$ cat config.mk
export PLATFORM = sky130hd
export DESIGN_NAME = gma_ram
export DESIGN_NICKNAME = d
export VERILOG_FILES = /design/src/design/gma_ram.sv
export SDC_FILE = /design/constraint.sdc
export NUM_CORES = 1
export LEC_CHECK = 0
export BUFFER_PORTS_ARGS = -buffer_cell sky130_fd_sc_hd__buf_4
export CORE_MARGIN = 2
export CORE_UTILIZATION = 29
export CTS_BUF_LIST = sky130_fd_sc_hd__clkbuf_8
export DETAILED_ROUTE_END_ITERATION = 10
export GPL_TIMING_DRIVEN = 0
export SYNTH_ARGS = -nofsm -noshare
export SYNTH_HDL_FRONTEND = slang
export SYNTH_SLANG_ARGS = --single-unit
$ cat constraint.sdc
create_clock -name clock -period 2 [get_ports clock]
set_input_delay 0.1 -clock clock [delete_from_list [all_inputs] [get_ports clock]]
set_output_delay 0.1 -clock clock [all_outputs]
set_load 0.005 [all_outputs]
$ cat src/design/gma_ram.sv
//------------------------------------------------------------------------------
// gma_ram
// Generic single-port-write, single-port-read RAM with registered read data.
//------------------------------------------------------------------------------
module gma_ram #(
   parameter int WIDTH = 8,
   parameter int DEPTH = 16
) (
   input  logic                     clock,
   input  logic                     wr_en,
   input  logic [$clog2(DEPTH)-1:0] wr_addr,
   input  logic [WIDTH-1:0]         wr_data,
   input  logic [$clog2(DEPTH)-1:0] rd_addr,
   output logic [WIDTH-1:0]         rd_data
);

   logic [WIDTH-1:0] mem [DEPTH];

   always_ff @(posedge clock) begin
      if (wr_en) begin
         mem[wr_addr] <= wr_data;
      end
      rd_data <= mem[rd_addr];
   end

endmodule

-- After elaboration in Yosys (flattened, before gate mapping)
Memory sizes are Yosys's and may differ from the RTL's. A register that Yosys moved wholly into a read port is not among the register bits.
Cells that the tools add are included.
W data, S select, Z words.
- flip-flop bits (word level): 0
- memory bits (writable): 128
- bits of input ports: 18
- output and inout bits: 8
- logic and storage cells: 3
- memories: 1
- memories (memory ; depth ; bits a word ; read ports ; clocked after memory_dff ; wr ports ; line ; source):
    mem ; 16 ; 8 ; 1 ; 1 ; 1 ; 17 ; logic [WIDTH-1:0] mem [DEPTH];
- muxes and demuxes: 2
- operator list (kind ; number):
    $mux W1 ; 2

-- Longest topological paths before layout
- word-level depth: 2
- depth in mapped cells: 5

-- Worst setup path before layout
OpenSTA, ideal clock, no wires.
- path type: input -> register
- start point: input port wr_addr[2]
- end point: memory mem[0][0] (enable)
- arrival: 1.210 ns
- setup slack: 0.407 ns
- stages on the path: 2
- path buffers: 0
- path through: or3b_2 -> nor3_1
- RTL lines (item ; line ; source):
    start: declaration ; 11 ; input logic [$clog2(DEPTH)-1:0] wr_addr,
    end: declaration ; 17 ;
No word-level cell before the write port.

-- Worst setup path after layout
- start point: input port wr_addr[2]
- end point: memory mem[8][0] (enable)
No word-level cell before the write port.

==> results.json <==
{
  "antenna_found_initial": 0,
  "post_cts_buffers": 0,
  "grt_pass1_wl_um": 15000,
  "die_x_um": 137,
  "status": "finished clean",
  "cts_tree": "yes",
  "cts_resized": 0,
  "drc_errors": 0,
  "num_rows": 48,
  "grt_pass1_vias": 2430,
  "synth_top_area_cell": "edfxtp_1",
  "drt-initial-drc-count": 197,
  "nNetsFinal": 297,
  "place.gp.congestion": 0.704,
  "rsz0062_at_grt": "false",
  "critPathKind": "input port to flop",
  "hpwl_um": 6490,
  "diodes": 0,
  "syn_area_mm2": 0.00515,
  "vias_per_cell": 4.54,
  "drt_wl_total_um": 10100,
  "cts_sinks": 136,
  "crit_fanout": 8,
  "synth_area_leaders": "edfxtp_1 75%, mux4_2 7.9%, mux4_1 7.1%",
  "holdWs_ns": 0.0262,
  "ys_ff_latch": 136,
  "wl_per_cell_um": 19.5,
  "power.density_mw_per_mm2": 946,
  "finalMaxSlewViolations": 0,
  "cts-root-buf": "clkbuf_8",
  "synth.top_cell.area_share_pct": 74.7,
  "period_needed_ns": 1.48,
  "ir_drop_mv": 0.395,
  "yosys_warnings": 0,
  "yosysSeqAreaShare_pct": 77.8,
  "maxCapViolCount": 0,
  "synthArstFlopShare_pct": 0,
  "cp-end-kind": "flop",
  "grt.total_usage_pct": 11.6,
  "gr-total-overflow": 0,
  "cts_max_level": 4,
  "critPathLaunchType": "input port",
  "synth_edf_count": 128,
  "power.leakage_uw": 0.00199,
  "drt-pass1-iter-count": 4,
  "arrival_ns": 1.51,
  "ant_nets": 0,
  "hp-class": "input port to flop",
  "required_ns": 2.04,
  "fin_setup_tns_ns": 0,
  "tritoncts.num_buffers": 17,
  "synthFlopType": "edfxtp_1",
  "fp.dieArea_mm2": 0.0188,
  "syn_to_final_growth_pct": 18.1,
  "clockBufferDepth": 2,
  "grt_max_degree": 17,
  "path_clk_slew_ns": 0.07,
  "ys_types": 19,
  "total_power_uw": 5750,
  "die_y_um": 137,
  "period_share_pct": 73.8,
  "skew_ns": 0.0112,
  "worst_slew_pin_slew_ns": 1.32,
  "setup_viol": 0,
  "clock_latency_ns": 0.43,
  "clock.fmax_mhz": 678,
  "vias": 2346,
  "io_pins": 26,
  "postSynthAreaPerCell_um2": 22.5,
  "drive_gt1_share_pct": 27.7,
  "timing.final.hold_violations": 0,
  "slew_headroom_pct": 11.4,
  "syn_inst": 229,
  "synthesis.nets": 247,
  "start_util_pct": 29.8,
  "port_buffers": 24,
  "core_mm2": 0.0173,
  "num-fill-cells": 1645
}
==> per-layer routing <==
metal | GRT usage [%] | vias to the layer above | part of all wire [%]
met2 | 17.4 | 63 | 47
li1 | - | 1074 | -
met1 | 15.8 | 1200 | 46
met4 | 4.35 | 0 | 1.3
met3 | 3.75 | 9 | 5.2
met5 | 0 | - | 0
==> sequential cells by signal, indices dropped and copies added, names as in the netlist <==
register / cells
mem: 128
rd_data: 8
==> cell families (layout without fill, tap and decap cells) <==
logic type             after synthesis  count (layout)  synth area share (%)
multiplexers                        32              32                  15.0
AND/OR/NAND/NOR                     35              35                  3.18
AO/OA/AOI/OAI                       16              16                  2.33
buffers and inverters               10              73                  1.68
flip-flops                         136             136                  77.8
==> final cells by class <==
cell class	count	area, um^2	share of cell area (%)
Buffer	10	86.3	1.42
Sequential cell	136	4000	65.8
Timing Repair Buffer	31	250	4.12
Clock inverter	15	163	2.67
Multi-Input combinational cell	83	1060	17.5
Tap cell	225	282	4.63
Clock buffer	17	234	3.85
==> where the power goes <==
part	switching, uW	internal (uW)
combinational	179	154
clock	1010	1210
sequential	15.0	3180
==> synthesized netlist by cell type, types with 2 or more instances <==
cell / count
nand2b_1: 2
buf_2: 3
clkdlybuf4s25_2: 3
a22oi_1: 16
mux4_2: 18
buf_6: 3
mux4_1: 14
nor3_1: 4
nand2_1: 9
nand3b_1: 2
edfxtp_1: 128
dfxtp_1: 8
nor2_1: 13
==> stage by stage <==
step	utilization (%)	setup WS [ns]	instances	instance area [um^2]
final	35.2	0.524	517	6080
after global placement	32.4	-0.212	478	5610
after floorplan	-	0.407	229	5150
after detailed placement	32.4	-0.273	478	5610
after CTS	35.1	0.193	517	6080
after global routing	35.2	0.431	517	6080
==> path summary, 6_finish.rpt <==
check                       from                  end  slack, ns  cells after the start
min reg2reg  mem[8][3]$_DFFE_PP_   rd_data[3]$_DFF_P_       0.68                      3
min                   wr_data[7]  mem[7][7]$_DFFE_PP_       0.03                      1
max reg2reg  mem[6][0]$_DFFE_PP_   rd_data[0]$_DFF_P_       0.54                      3
max                   wr_addr[2]  mem[8][0]$_DFFE_PP_       0.52                      3
==> worst max-delay path, stage by stage <==
cell,delay [ns]
buf_4,0.12
nand3b_1,0.25
nor3_1,1.05
==> cell usage in the layout (no fill, tap or decap), types with 3 or more instances in the layout <==
cell type,synthesis,layout
clkinvlp_4,0,3
clkbuf_8,0,17
dlygate4sd3_1,0,7
buf_4,1,25
nand2_1,9,9
nor3_1,4,3
a22oi_1,16,16
buf_2,3,3
clkinv_1,0,3
dfxtp_1,8,8
mux4_1,14,14
nor2_1,13,13
buf_6,3,3
clkdlybuf4s25_2,3,3
mux4_2,18,18
clkinv_4,0,3
edfxtp_1,128,128
bufinv_16,0,3
==> timing repair <==
action	CTS	global route
setup endpoints to repair	0	0
hold buffers	7	0
hold endpoints to repair	104	0
Power figures use the tool's default switching activity.
