## config.mk

```make
export PLATFORM = sky130hd
export DESIGN_NAME = gma_div
export DESIGN_NICKNAME = d
export VERILOG_FILES = /design/src/design/gma_pkg.sv /design/src/design/gma_div.sv
export SDC_FILE = /design/constraint.sdc
export NUM_CORES = 1
export LEC_CHECK = 0
export BUFFER_PORTS_ARGS = -buffer_cell sky130_fd_sc_hd__buf_2
export CAP_MARGIN = 20
export CORE_UTILIZATION = 50
export DETAILED_ROUTE_END_ITERATION = 10
export GPL_TIMING_DRIVEN = 0
export PLACE_DENSITY = 0.75
export SLEW_MARGIN = 20
export SYNTH_ARGS = -nofsm -noshare
export SYNTH_HDL_FRONTEND = slang
export SYNTH_SLANG_ARGS = --single-unit
```

## constraint.sdc

```tcl
create_clock -name clock -period 8.24 [get_ports clock]
set_clock_uncertainty 0.15 [all_clocks]
set_input_delay 1.236 -clock clock [delete_from_list [all_inputs] [get_ports clock]]
set_output_delay 1.236 -clock clock [all_outputs]
set_load 0.01 [all_outputs]
```

## src/design/gma_pkg.sv

```systemverilog
//------------------------------------------------------------------------------
// gma_pkg
// Shared types and constants for the grouped masked aggregator.
//------------------------------------------------------------------------------
package gma_pkg;

   localparam int GROUP_COUNT = 16;
   localparam int GW          = (GROUP_COUNT > 1) ? $clog2(GROUP_COUNT) : 1;
   localparam int ACC_W       = 48;

   localparam logic signed [ACC_W-1:0] ACC_MAX = {1'b0, {(ACC_W-1){1'b1}}};
   localparam logic signed [ACC_W-1:0] ACC_MIN = {1'b1, {(ACC_W-1){1'b0}}};

   typedef enum logic [1:0] {
      MODE_SUM  = 2'd0,
      MODE_MEAN = 2'd1,
      MODE_MAX  = 2'd2,
      MODE_MIN  = 2'd3
   } mode_type;

   localparam logic [1:0] REG_MODE = 2'd0;

   typedef struct packed {
      logic signed [31:0] sample;
      logic               keep;
      logic [3:0]         group_id;
      logic signed [31:0] weight_in;
      logic               final_item;
   } req_type;

   typedef struct packed {
      logic [3:0]               group_out;
      logic signed [ACC_W-1:0]  aggregate;
      logic                     final_result;
   } rsp_type;

   // divider handshake
   typedef struct packed {
      logic                    start;
      logic signed [ACC_W-1:0] acc;
      logic signed [ACC_W-1:0] wgt;
   } div_req_type;

   typedef struct packed {
      logic                    done;
      logic signed [ACC_W-1:0] quot;
   } div_rsp_type;

   function automatic logic signed [ACC_W-1:0] start_value(input mode_type m);
      case (m)
         MODE_MAX: start_value = ACC_MIN;
         MODE_MIN: start_value = ACC_MAX;
         default:  start_value = '0;
      endcase
   endfunction

   function automatic logic signed [ACC_W-1:0] clamp49(input logic signed [ACC_W:0] v);
      if (v[ACC_W] != v[ACC_W-1])
         clamp49 = v[ACC_W] ? ACC_MIN : ACC_MAX;
      else
         clamp49 = v[ACC_W-1:0];
   endfunction

endpackage

```

## src/design/gma_div.sv

```systemverilog
//------------------------------------------------------------------------------
// gma_div
// Iterative restoring divider for the mean: (acc << 16) / weight, truncated,
// saturated to 48 bits; weight <= 0 gives the positive sentinel.
//------------------------------------------------------------------------------
module gma_div
   import gma_pkg::*;
(
   input  logic        clock,
   input  logic        reset,
   input  div_req_type dreq,
   output div_rsp_type drsp
);

   localparam int NW = ACC_W + 16;   // dividend width
   localparam int CW = $clog2(NW + 1);

   logic [NW-1:0]    num_ff, num_in;
   logic [ACC_W:0]   rem_ff, rem_in;
   logic [ACC_W-1:0] den_ff, den_in;
   logic             neg_ff, neg_in;
   logic             byp_ff, byp_in;
   logic [CW-1:0]    cnt_ff, cnt_in;
   logic             busy_ff, busy_in;
   logic             done_ff, done_in;
   logic signed [ACC_W-1:0] quot_ff, quot_in;

   logic [ACC_W-1:0] mag;
   logic [ACC_W+1:0] trial;
   logic [ACC_W:0]   shifted;

   assign mag = dreq.acc[ACC_W-1] ? (~dreq.acc + 1'b1) : dreq.acc;
   assign shifted = {rem_ff[ACC_W-1:0], num_ff[NW-1]};
   assign trial = {1'b0, shifted} - {2'b00, den_ff};

   always_comb begin
      num_in  = num_ff;
      rem_in  = rem_ff;
      den_in  = den_ff;
      neg_in  = neg_ff;
      byp_in  = byp_ff;
      cnt_in  = cnt_ff;
      busy_in = busy_ff;
      done_in = 1'b0;
      quot_in = quot_ff;
      if (dreq.start) begin
         num_in  = {mag, 16'h0000};
         rem_in  = '0;
         den_in  = dreq.wgt;
         neg_in  = dreq.acc[ACC_W-1];
         byp_in  = dreq.wgt[ACC_W-1] || (dreq.wgt == '0);
         cnt_in  = CW'(NW);
         busy_in = 1'b1;
      end else if (busy_ff) begin
         if (byp_ff) begin
            quot_in = ACC_MAX;
            busy_in = 1'b0;
            done_in = 1'b1;
         end else if (cnt_ff != '0) begin
            // quotient bits shift into num
            if (!trial[ACC_W+1]) begin
               rem_in = trial[ACC_W:0];
               num_in = {num_ff[NW-2:0], 1'b1};
            end else begin
               rem_in = shifted;
               num_in = {num_ff[NW-2:0], 1'b0};
            end
            cnt_in = cnt_ff - 1'b1;
         end else begin
            busy_in = 1'b0;
            done_in = 1'b1;
            if (neg_ff) begin
               if (num_ff >= NW'({1'b1, {(ACC_W-1){1'b0}}}))
                  quot_in = ACC_MIN;
               else
                  quot_in = -$signed(num_ff[ACC_W-1:0]);
            end else begin
               if (num_ff > NW'(ACC_MAX))
                  quot_in = ACC_MAX;
               else
                  quot_in = num_ff[ACC_W-1:0];
            end
         end
      end
   end

   always_ff @(posedge clock) begin
      if (reset) begin
         busy_ff <= 1'b0;
         done_ff <= 1'b0;
      end else begin
         busy_ff <= busy_in;
         done_ff <= done_in;
      end
      num_ff  <= num_in;
      rem_ff  <= rem_in;
      den_ff  <= den_in;
      neg_ff  <= neg_in;
      byp_ff  <= byp_in;
      cnt_ff  <= cnt_in;
      quot_ff <= quot_in;
   end

   assign drsp.done = done_ff;
   assign drsp.quot = quot_ff;

endmodule
```

After elaboration in Yosys (flattened, before gate mapping). Cells that the tools add are included.

Magnitude comparators: 2. Bitwise operators: 4. Muxes and demuxes: 17. Eq/ne operators: 2. Add/subtract/negate cells: 4. Reduce and logical (&&, ||, !) cells: 9.

Operator list (number): 48-bit two-way mux (6); 64-bit two-way mux (4); 64-bit by 48-bit >= comparator with 1-bit output, second input constant (1); 64-bit by 47-bit greater-than comparator with 1-bit output, second input constant (1); 49-bit by 48-bit subtractor with 50-bit output (1); 48-bit by 1-bit adder with 48-bit output, second input constant (1); 48-bit zero test (1); 48-bit negator (1); 48-bit inverter (1); 3-bit AND reduction (3); 1-bit two-way mux (7); 7-bit nonzero test (1); 7-bit by 1-bit subtractor with 7-bit output, second input constant (1); 2-bit != test, second input constant (2); 2-bit nonzero test (2); 1-bit inverter (3); 3-bit OR reduction (1); 1-bit logical OR (1).

Word-level logic and storage cells: 48. Input port bits: 99. Output and inout bits: 49. Bits in registers: 219.

Logic depth before layout (Yosys ltp).
Depth in word-level cells: 6. Depth in mapped cells: 15.

Least setup slack after synthesis. No wires, ideal clock.

Path kind: input -> register. Start: input port dreq[96] (netlist bit). End: register quot_ff[0] (enable). Slack: 2.534 ns. Data required time: 7.565 ns. Cell stages on the path: 2. Path buffers: 1. Arrival time: 5.032 ns. Library setup time: 0.525 ns. Cell sequence: clkbuf_1 -> nor3b_1.

Cells in the longest elaborated chain, start to end: 2.

Ends and longest elaborated chain: start: declaration (RTL line gma_div.sv:11) `input div_req_type dreq,`; 1-bit inverter (no source line); 3-bit AND reduction (no source line); end signal: assignment (RTL line gma_div.sv:101) `quot_ff <= quot_in;`; end: declaration (RTL line gma_div.sv:26) `logic signed [ACC_W-1:0] quot_ff, quot_in;`.

Every way passes these cells. A chain may end at the register's enable or synchronous reset.

Final worst setup path.
Start: input port dreq[60] (netlist bit). End: register num_ff[55] (data pin).

Cells in the longest elaborated chain, start to end: 4.

Ends and longest elaborated chain: 48-bit inverter (RTL line gma_div.sv:32) `assign mag = dreq.acc[ACC_W-1] ? (~dreq.acc + 1'b1) : dreq.acc;`; 48-bit by 1-bit adder with 48-bit output (RTL line gma_div.sv:32); 48-bit two-way mux (RTL line gma_div.sv:32); 64-bit two-way mux (RTL line gma_div.sv:46) `if (dreq.start) begin`; via num_in[55] (RTL line gma_div.sv:18) `logic [NW-1:0] num_ff, num_in;`; end signal: assignment (RTL line gma_div.sv:95) `num_ff <= num_in;`; end: declaration (RTL line gma_div.sv:18).

The timed path passes the listed nets, and every way through them passes these cells.

==> impl_metrics.xml <==
<?xml version="1.0" encoding="UTF-8"?>
<metrics>
  <group name="clocking">
    <metric name="cts.clk_slew.worst_paths" unit="ps">70</metric>
    <metric name="clock_sinks" unit="">219</metric>
    <metric name="clock_buffers_created_by_tritoncts" unit="">24</metric>
    <metric name="cts_setup_buffers" unit="">0</metric>
    <metric name="ctsRootBufferMaster" unit="">sky130_fd_sc_hd__clkbuf_16</metric>
    <metric name="post_cts_hold_buffer_count" unit="">0</metric>
    <metric name="tritoncts" unit="">yes</metric>
    <metric name="postCtsResizedCells" unit="">0</metric>
    <metric name="clk_path_buf_depth" unit="">3</metric>
    <metric name="insertion_delay" unit="ps">530</metric>
    <metric name="cts_htree_levels" unit="">1</metric>
  </group>
  <group name="placement">
    <metric name="place.gp.congestion" unit="">0.956</metric>
    <metric name="place.port_buffers" unit="">147</metric>
    <metric name="dp_worst_setup_slack" unit="ps">3240</metric>
    <metric name="hpwl" unit="mm">28.9</metric>
  </group>
  <group name="final_layout">
    <metric name="antennaDiodeCount" unit="">0</metric>
    <metric name="num-nets-final" unit="">1922</metric>
    <metric name="area_growth" unit="%">15.0</metric>
    <metric name="share_of_final_layout_standard_cells_stronger_than_drive_strength_1" unit="%">12.5</metric>
    <metric name="fillerInstances" unit="">2380</metric>
  </group>
  <group name="grt">
    <metric name="grt_start_max_net_pins" unit="">30</metric>
    <metric name="global_route.usage.total" unit="%">26.3</metric>
    <metric name="first_global_vias" unit="">11585</metric>
    <metric name="number_of_antenna_violations_at_the_first_check_in_global_routing" unit="">0</metric>
    <metric name="global_route.overflow_total" unit="">0</metric>
    <metric name="grt_pass1_wl" unit="mm">59.9</metric>
  </group>
  <group name="setup_path">
    <metric name="worstReg2RegStart" unit="">num_ff[11]$_SDFFE_PP0P_</metric>
    <metric name="cp_max_fo" unit="">9</metric>
    <metric name="crit_path_cell_trace" unit="">buf_2 &gt; or4_4 &gt; or3_4 &gt; or4_4 &gt; or3_1 &gt; nor2_1 &gt; nand2_1 &gt; or4_1 &gt; clkbuf_1 &gt; o41ai_1 &gt; xor2_1 &gt; o21ai_0</metric>
    <metric name="worst-endpoint-arrival" unit="ps">4580</metric>
    <metric name="critical_path.most_common_cell" unit="">sky130_fd_sc_hd__or4_4</metric>
    <metric name="type_of_destination_of_the_critical_path" unit="">register</metric>
    <metric name="critical_path_required" unit="ps">8330</metric>
    <metric name="critical_path.slowest_cell" unit="">sky130_fd_sc_hd__or4_4</metric>
    <metric name="criticalPathCategory" unit="">in2reg</metric>
    <metric name="cp-startpoint" unit="">dreq[60]</metric>
    <metric name="critPathLaunchType" unit="">input port</metric>
    <metric name="max_stage_delay" unit="ps">530</metric>
  </group>
  <group name="synthesis">
    <metric name="synth_seq_cells" unit="">219</metric>
    <metric name="synth_async_sr_flop_share" unit="%">0</metric>
    <metric name="synth_top_family_by_area" unit="">compound AO/OA/AOI/OAI gates</metric>
    <metric name="yosysTopAreaCellShare" unit="%">31.9</metric>
    <metric name="synth_fp_nets" unit="">1742</metric>
    <metric name="netlist.top_cell.by_area" unit="">sky130_fd_sc_hd__edfxtp_1</metric>
    <metric name="synth.top_cells.by_area" unit="">sky130_fd_sc_hd__edfxtp_1 (32%), sky130_fd_sc_hd__dfxtp_1 (11%), sky130_fd_sc_hd__nand2_1 (5.5%)</metric>
    <metric name="yosys.area_share.simple" unit="%">20.1</metric>
    <metric name="yosys.cell_count.top_type" unit="">sky130_fd_sc_hd__nand2_1</metric>
    <metric name="netlist_top_cells_count" unit="">sky130_fd_sc_hd__nand2_1 (201), sky130_fd_sc_hd__edfxtp_1 (146), sky130_fd_sc_hd__o21ai_0 (145)</metric>
    <metric name="synthXorXnorAreaFrac" unit="%">5.73</metric>
    <metric name="synth-compound-area-share" unit="%">21.3</metric>
    <metric name="synth_area" unit="um2">13800</metric>
    <metric name="ys_warn_count" unit="">0</metric>
    <metric name="synth-edff-count" unit="">146</metric>
    <metric name="netlist-cell-type-count" unit="">74</metric>
    <metric name="netlist_instances" unit="">1590</metric>
    <metric name="synth.avg_cell_area" unit="um2">8.65</metric>
    <metric name="yosysSeqAreaShare" unit="%">42.5</metric>
    <metric name="synthAdderAreaFrac" unit="%">4.87</metric>
    <metric name="yosys-mux-area-fraction" unit="%">0.737</metric>
    <metric name="ys.flop_type" unit="">sky130_fd_sc_hd__edfxtp_1</metric>
  </group>
  <group name="timing">
    <metric name="setup_viol" unit="">0</metric>
    <metric name="timing.final.crit_period" unit="ps">4490</metric>
    <metric name="final_max_slew_viol_count" unit="">0</metric>
    <metric name="clock.fmax" unit="MHz">223</metric>
    <metric name="finalSetupTns" unit="ps">0</metric>
    <metric name="worstMarginPinSlew" unit="ps">989</metric>
    <metric name="slew_headroom" unit="%">33.8</metric>
    <metric name="setup_repair_after_global_routing_missed_its_margin" unit="">false</metric>
    <metric name="finalCritPeriodShare" unit="%">54.5</metric>
    <metric name="final_hold_viols" unit="">0</metric>
    <metric name="smallest_setup_slack_after_layout" unit="ps">3750</metric>
  </group>
  <group name="drt">
    <metric name="drt_iter0_drc" unit="">1074</metric>
    <metric name="via_count" unit="">12633</metric>
    <metric name="drt-wirelength-per-cell" unit="um">17.8</metric>
    <metric name="viasPerCell" unit="">5.93</metric>
    <metric name="antenna_violating_nets_post_route" unit="">0</metric>
    <metric name="drcViolationCount" unit="">0</metric>
    <metric name="drt-total-wl" unit="mm">37.9</metric>
    <metric name="first_pass_iters" unit="">6</metric>
  </group>
  <group name="floorplanning">
    <metric name="die_w" unit="um">168</metric>
    <metric name="floorplan.die.height" unit="um">168</metric>
    <metric name="core_box_area" unit="um2">27000</metric>
    <metric name="ioPinCount" unit="">148</metric>
    <metric name="initial_utilization" unit="%">51.0</metric>
    <metric name="die_area" unit="um2">28200</metric>
    <metric name="placementRows" unit="">60</metric>
  </group>
  <group name="hold_path">
    <metric name="hp-start" unit="">rem_ff[0]$_SDFFE_PP0P_</metric>
    <metric name="min_path_type" unit="">reg2reg</metric>
  </group>
  <group name="power">
    <metric name="total_leakage_power" unit="nW">6.02</metric>
    <metric name="power_density" unit="nW/um2">186</metric>
    <metric name="vdd_ir_drop_max" unit="V">0.000154</metric>
  </group>
  <group name="outcome">
    <metric name="outcome" unit="">completed</metric>
  </group>
  <group name="job">
    <metric name="drv.max_cap_violation_count" unit="">0</metric>
  </group>
</metrics>
final timing paths:
path,endpoint,slack [ps],depth (start not counted)
max reg2reg,quot_ff[43]$_SDFFCE_PP1P_,3800,10
min,rem_ff[0]$_SDFFE_PP0P_,340,2
max,num_ff[55]$_DFFE_PP_,3750,12
min reg2reg,rem_ff[0]$_SDFFE_PP0P_,340,2
critical path: cells and delay by family:
family / cells / cell delay, ps
buf+inv: 2 / 330
compound gates: 2 / 470
simple gates: 7 / 2350
xor+xnor: 1 / 190
through the flow:
step	instance area [um2]	utilization, %	std cells	power (W)	hold slack [ps]
after floorplan	13800	-	1590	0.00168	299
after global placement	14900	55.4	2078	0.00185	313
after detailed placement	15000	55.7	2085	0.00186	324
after CTS	15800	58.7	2129	0.00294	331
after global routing	15800	58.7	2129	0.00306	377
final	15800	58.7	2129	0.00294	338
cells by family (layout without fill, tap and decap cells):
family | count (synthesis) | in the layout
AOI/OAI and AO/OA | 476 | 476
xor gates and xnor gates | 90 | 90
adders and majority gates | 53 | 53
buffers and inverters | 172 | 370
DFF | 219 | 219
muxes | 10 | 10
and+or+nand+nor | 570 | 570
power by group:
group	switching [W]	internal [W]	total (W)	leakage (nW)
Sequential	0.0000536	0.00125	0.00131	2.00
Clock	0.000447	0.000647	0.00109	0.398
Combinational	0.000341	0.000199	0.000540	3.62
per-layer routing:
layer / global-route usage [%] / vias to the layer above / part of all wire [%]
met1: 34.9 / 5881 / 44
met3: 3.31 / 89 / 6.6
met2: 44.0 / 514 / 46
met4: 9.53 / 0 / 3.1
met5: 0 / - / 0
li1: - / 6149 / -
area by class of cell:
class,count,area (um2),share of cell area [%]
sequential,219,5850,37.0
timing repair buffer,154,813,5.14
buffer,101,390,2.47
clock inverter,11,115,0.728
tap,341,427,2.70
clock buffer,33,686,4.34
multi-input combinational,1199,7270,46.0
inverter,71,267,1.69
cell usage in the layout, fill, tap and decap left out, drive strengths merged, types with 22 or more instances in the layout:
cell / Yosys / final
xnor2: 55 / 55
a211oi: 34 / 34
nand4: 22 / 22
or3: 23 / 23
o31ai: 23 / 23
buf: 10 / 164
nand2b: 47 / 47
nand2: 201 / 201
inv: 70 / 72
ha: 52 / 52
dfxtp: 73 / 73
o21ai: 149 / 149
nor2: 122 / 122
nor3: 38 / 38
edfxtp: 146 / 146
o22ai: 25 / 25
a21o: 25 / 25
nor4: 34 / 34
clkbuf: 91 / 124
a21oi: 120 / 120
xor2: 35 / 35
a31oi: 25 / 25
sequential cells by signal (all words and copies together), names as in the netlist:
| signal | flops |
|---|---|
| quot_ff | 48 |
| byp_ff | 1 |
| neg_ff | 1 |
| done_ff | 1 |
| cnt_ff | 7 |
| busy_ff | 1 |
| num_ff | 64 |
| den_ff | 48 |
| rem_ff | 48 |
(Power assumes the default switching activity.)
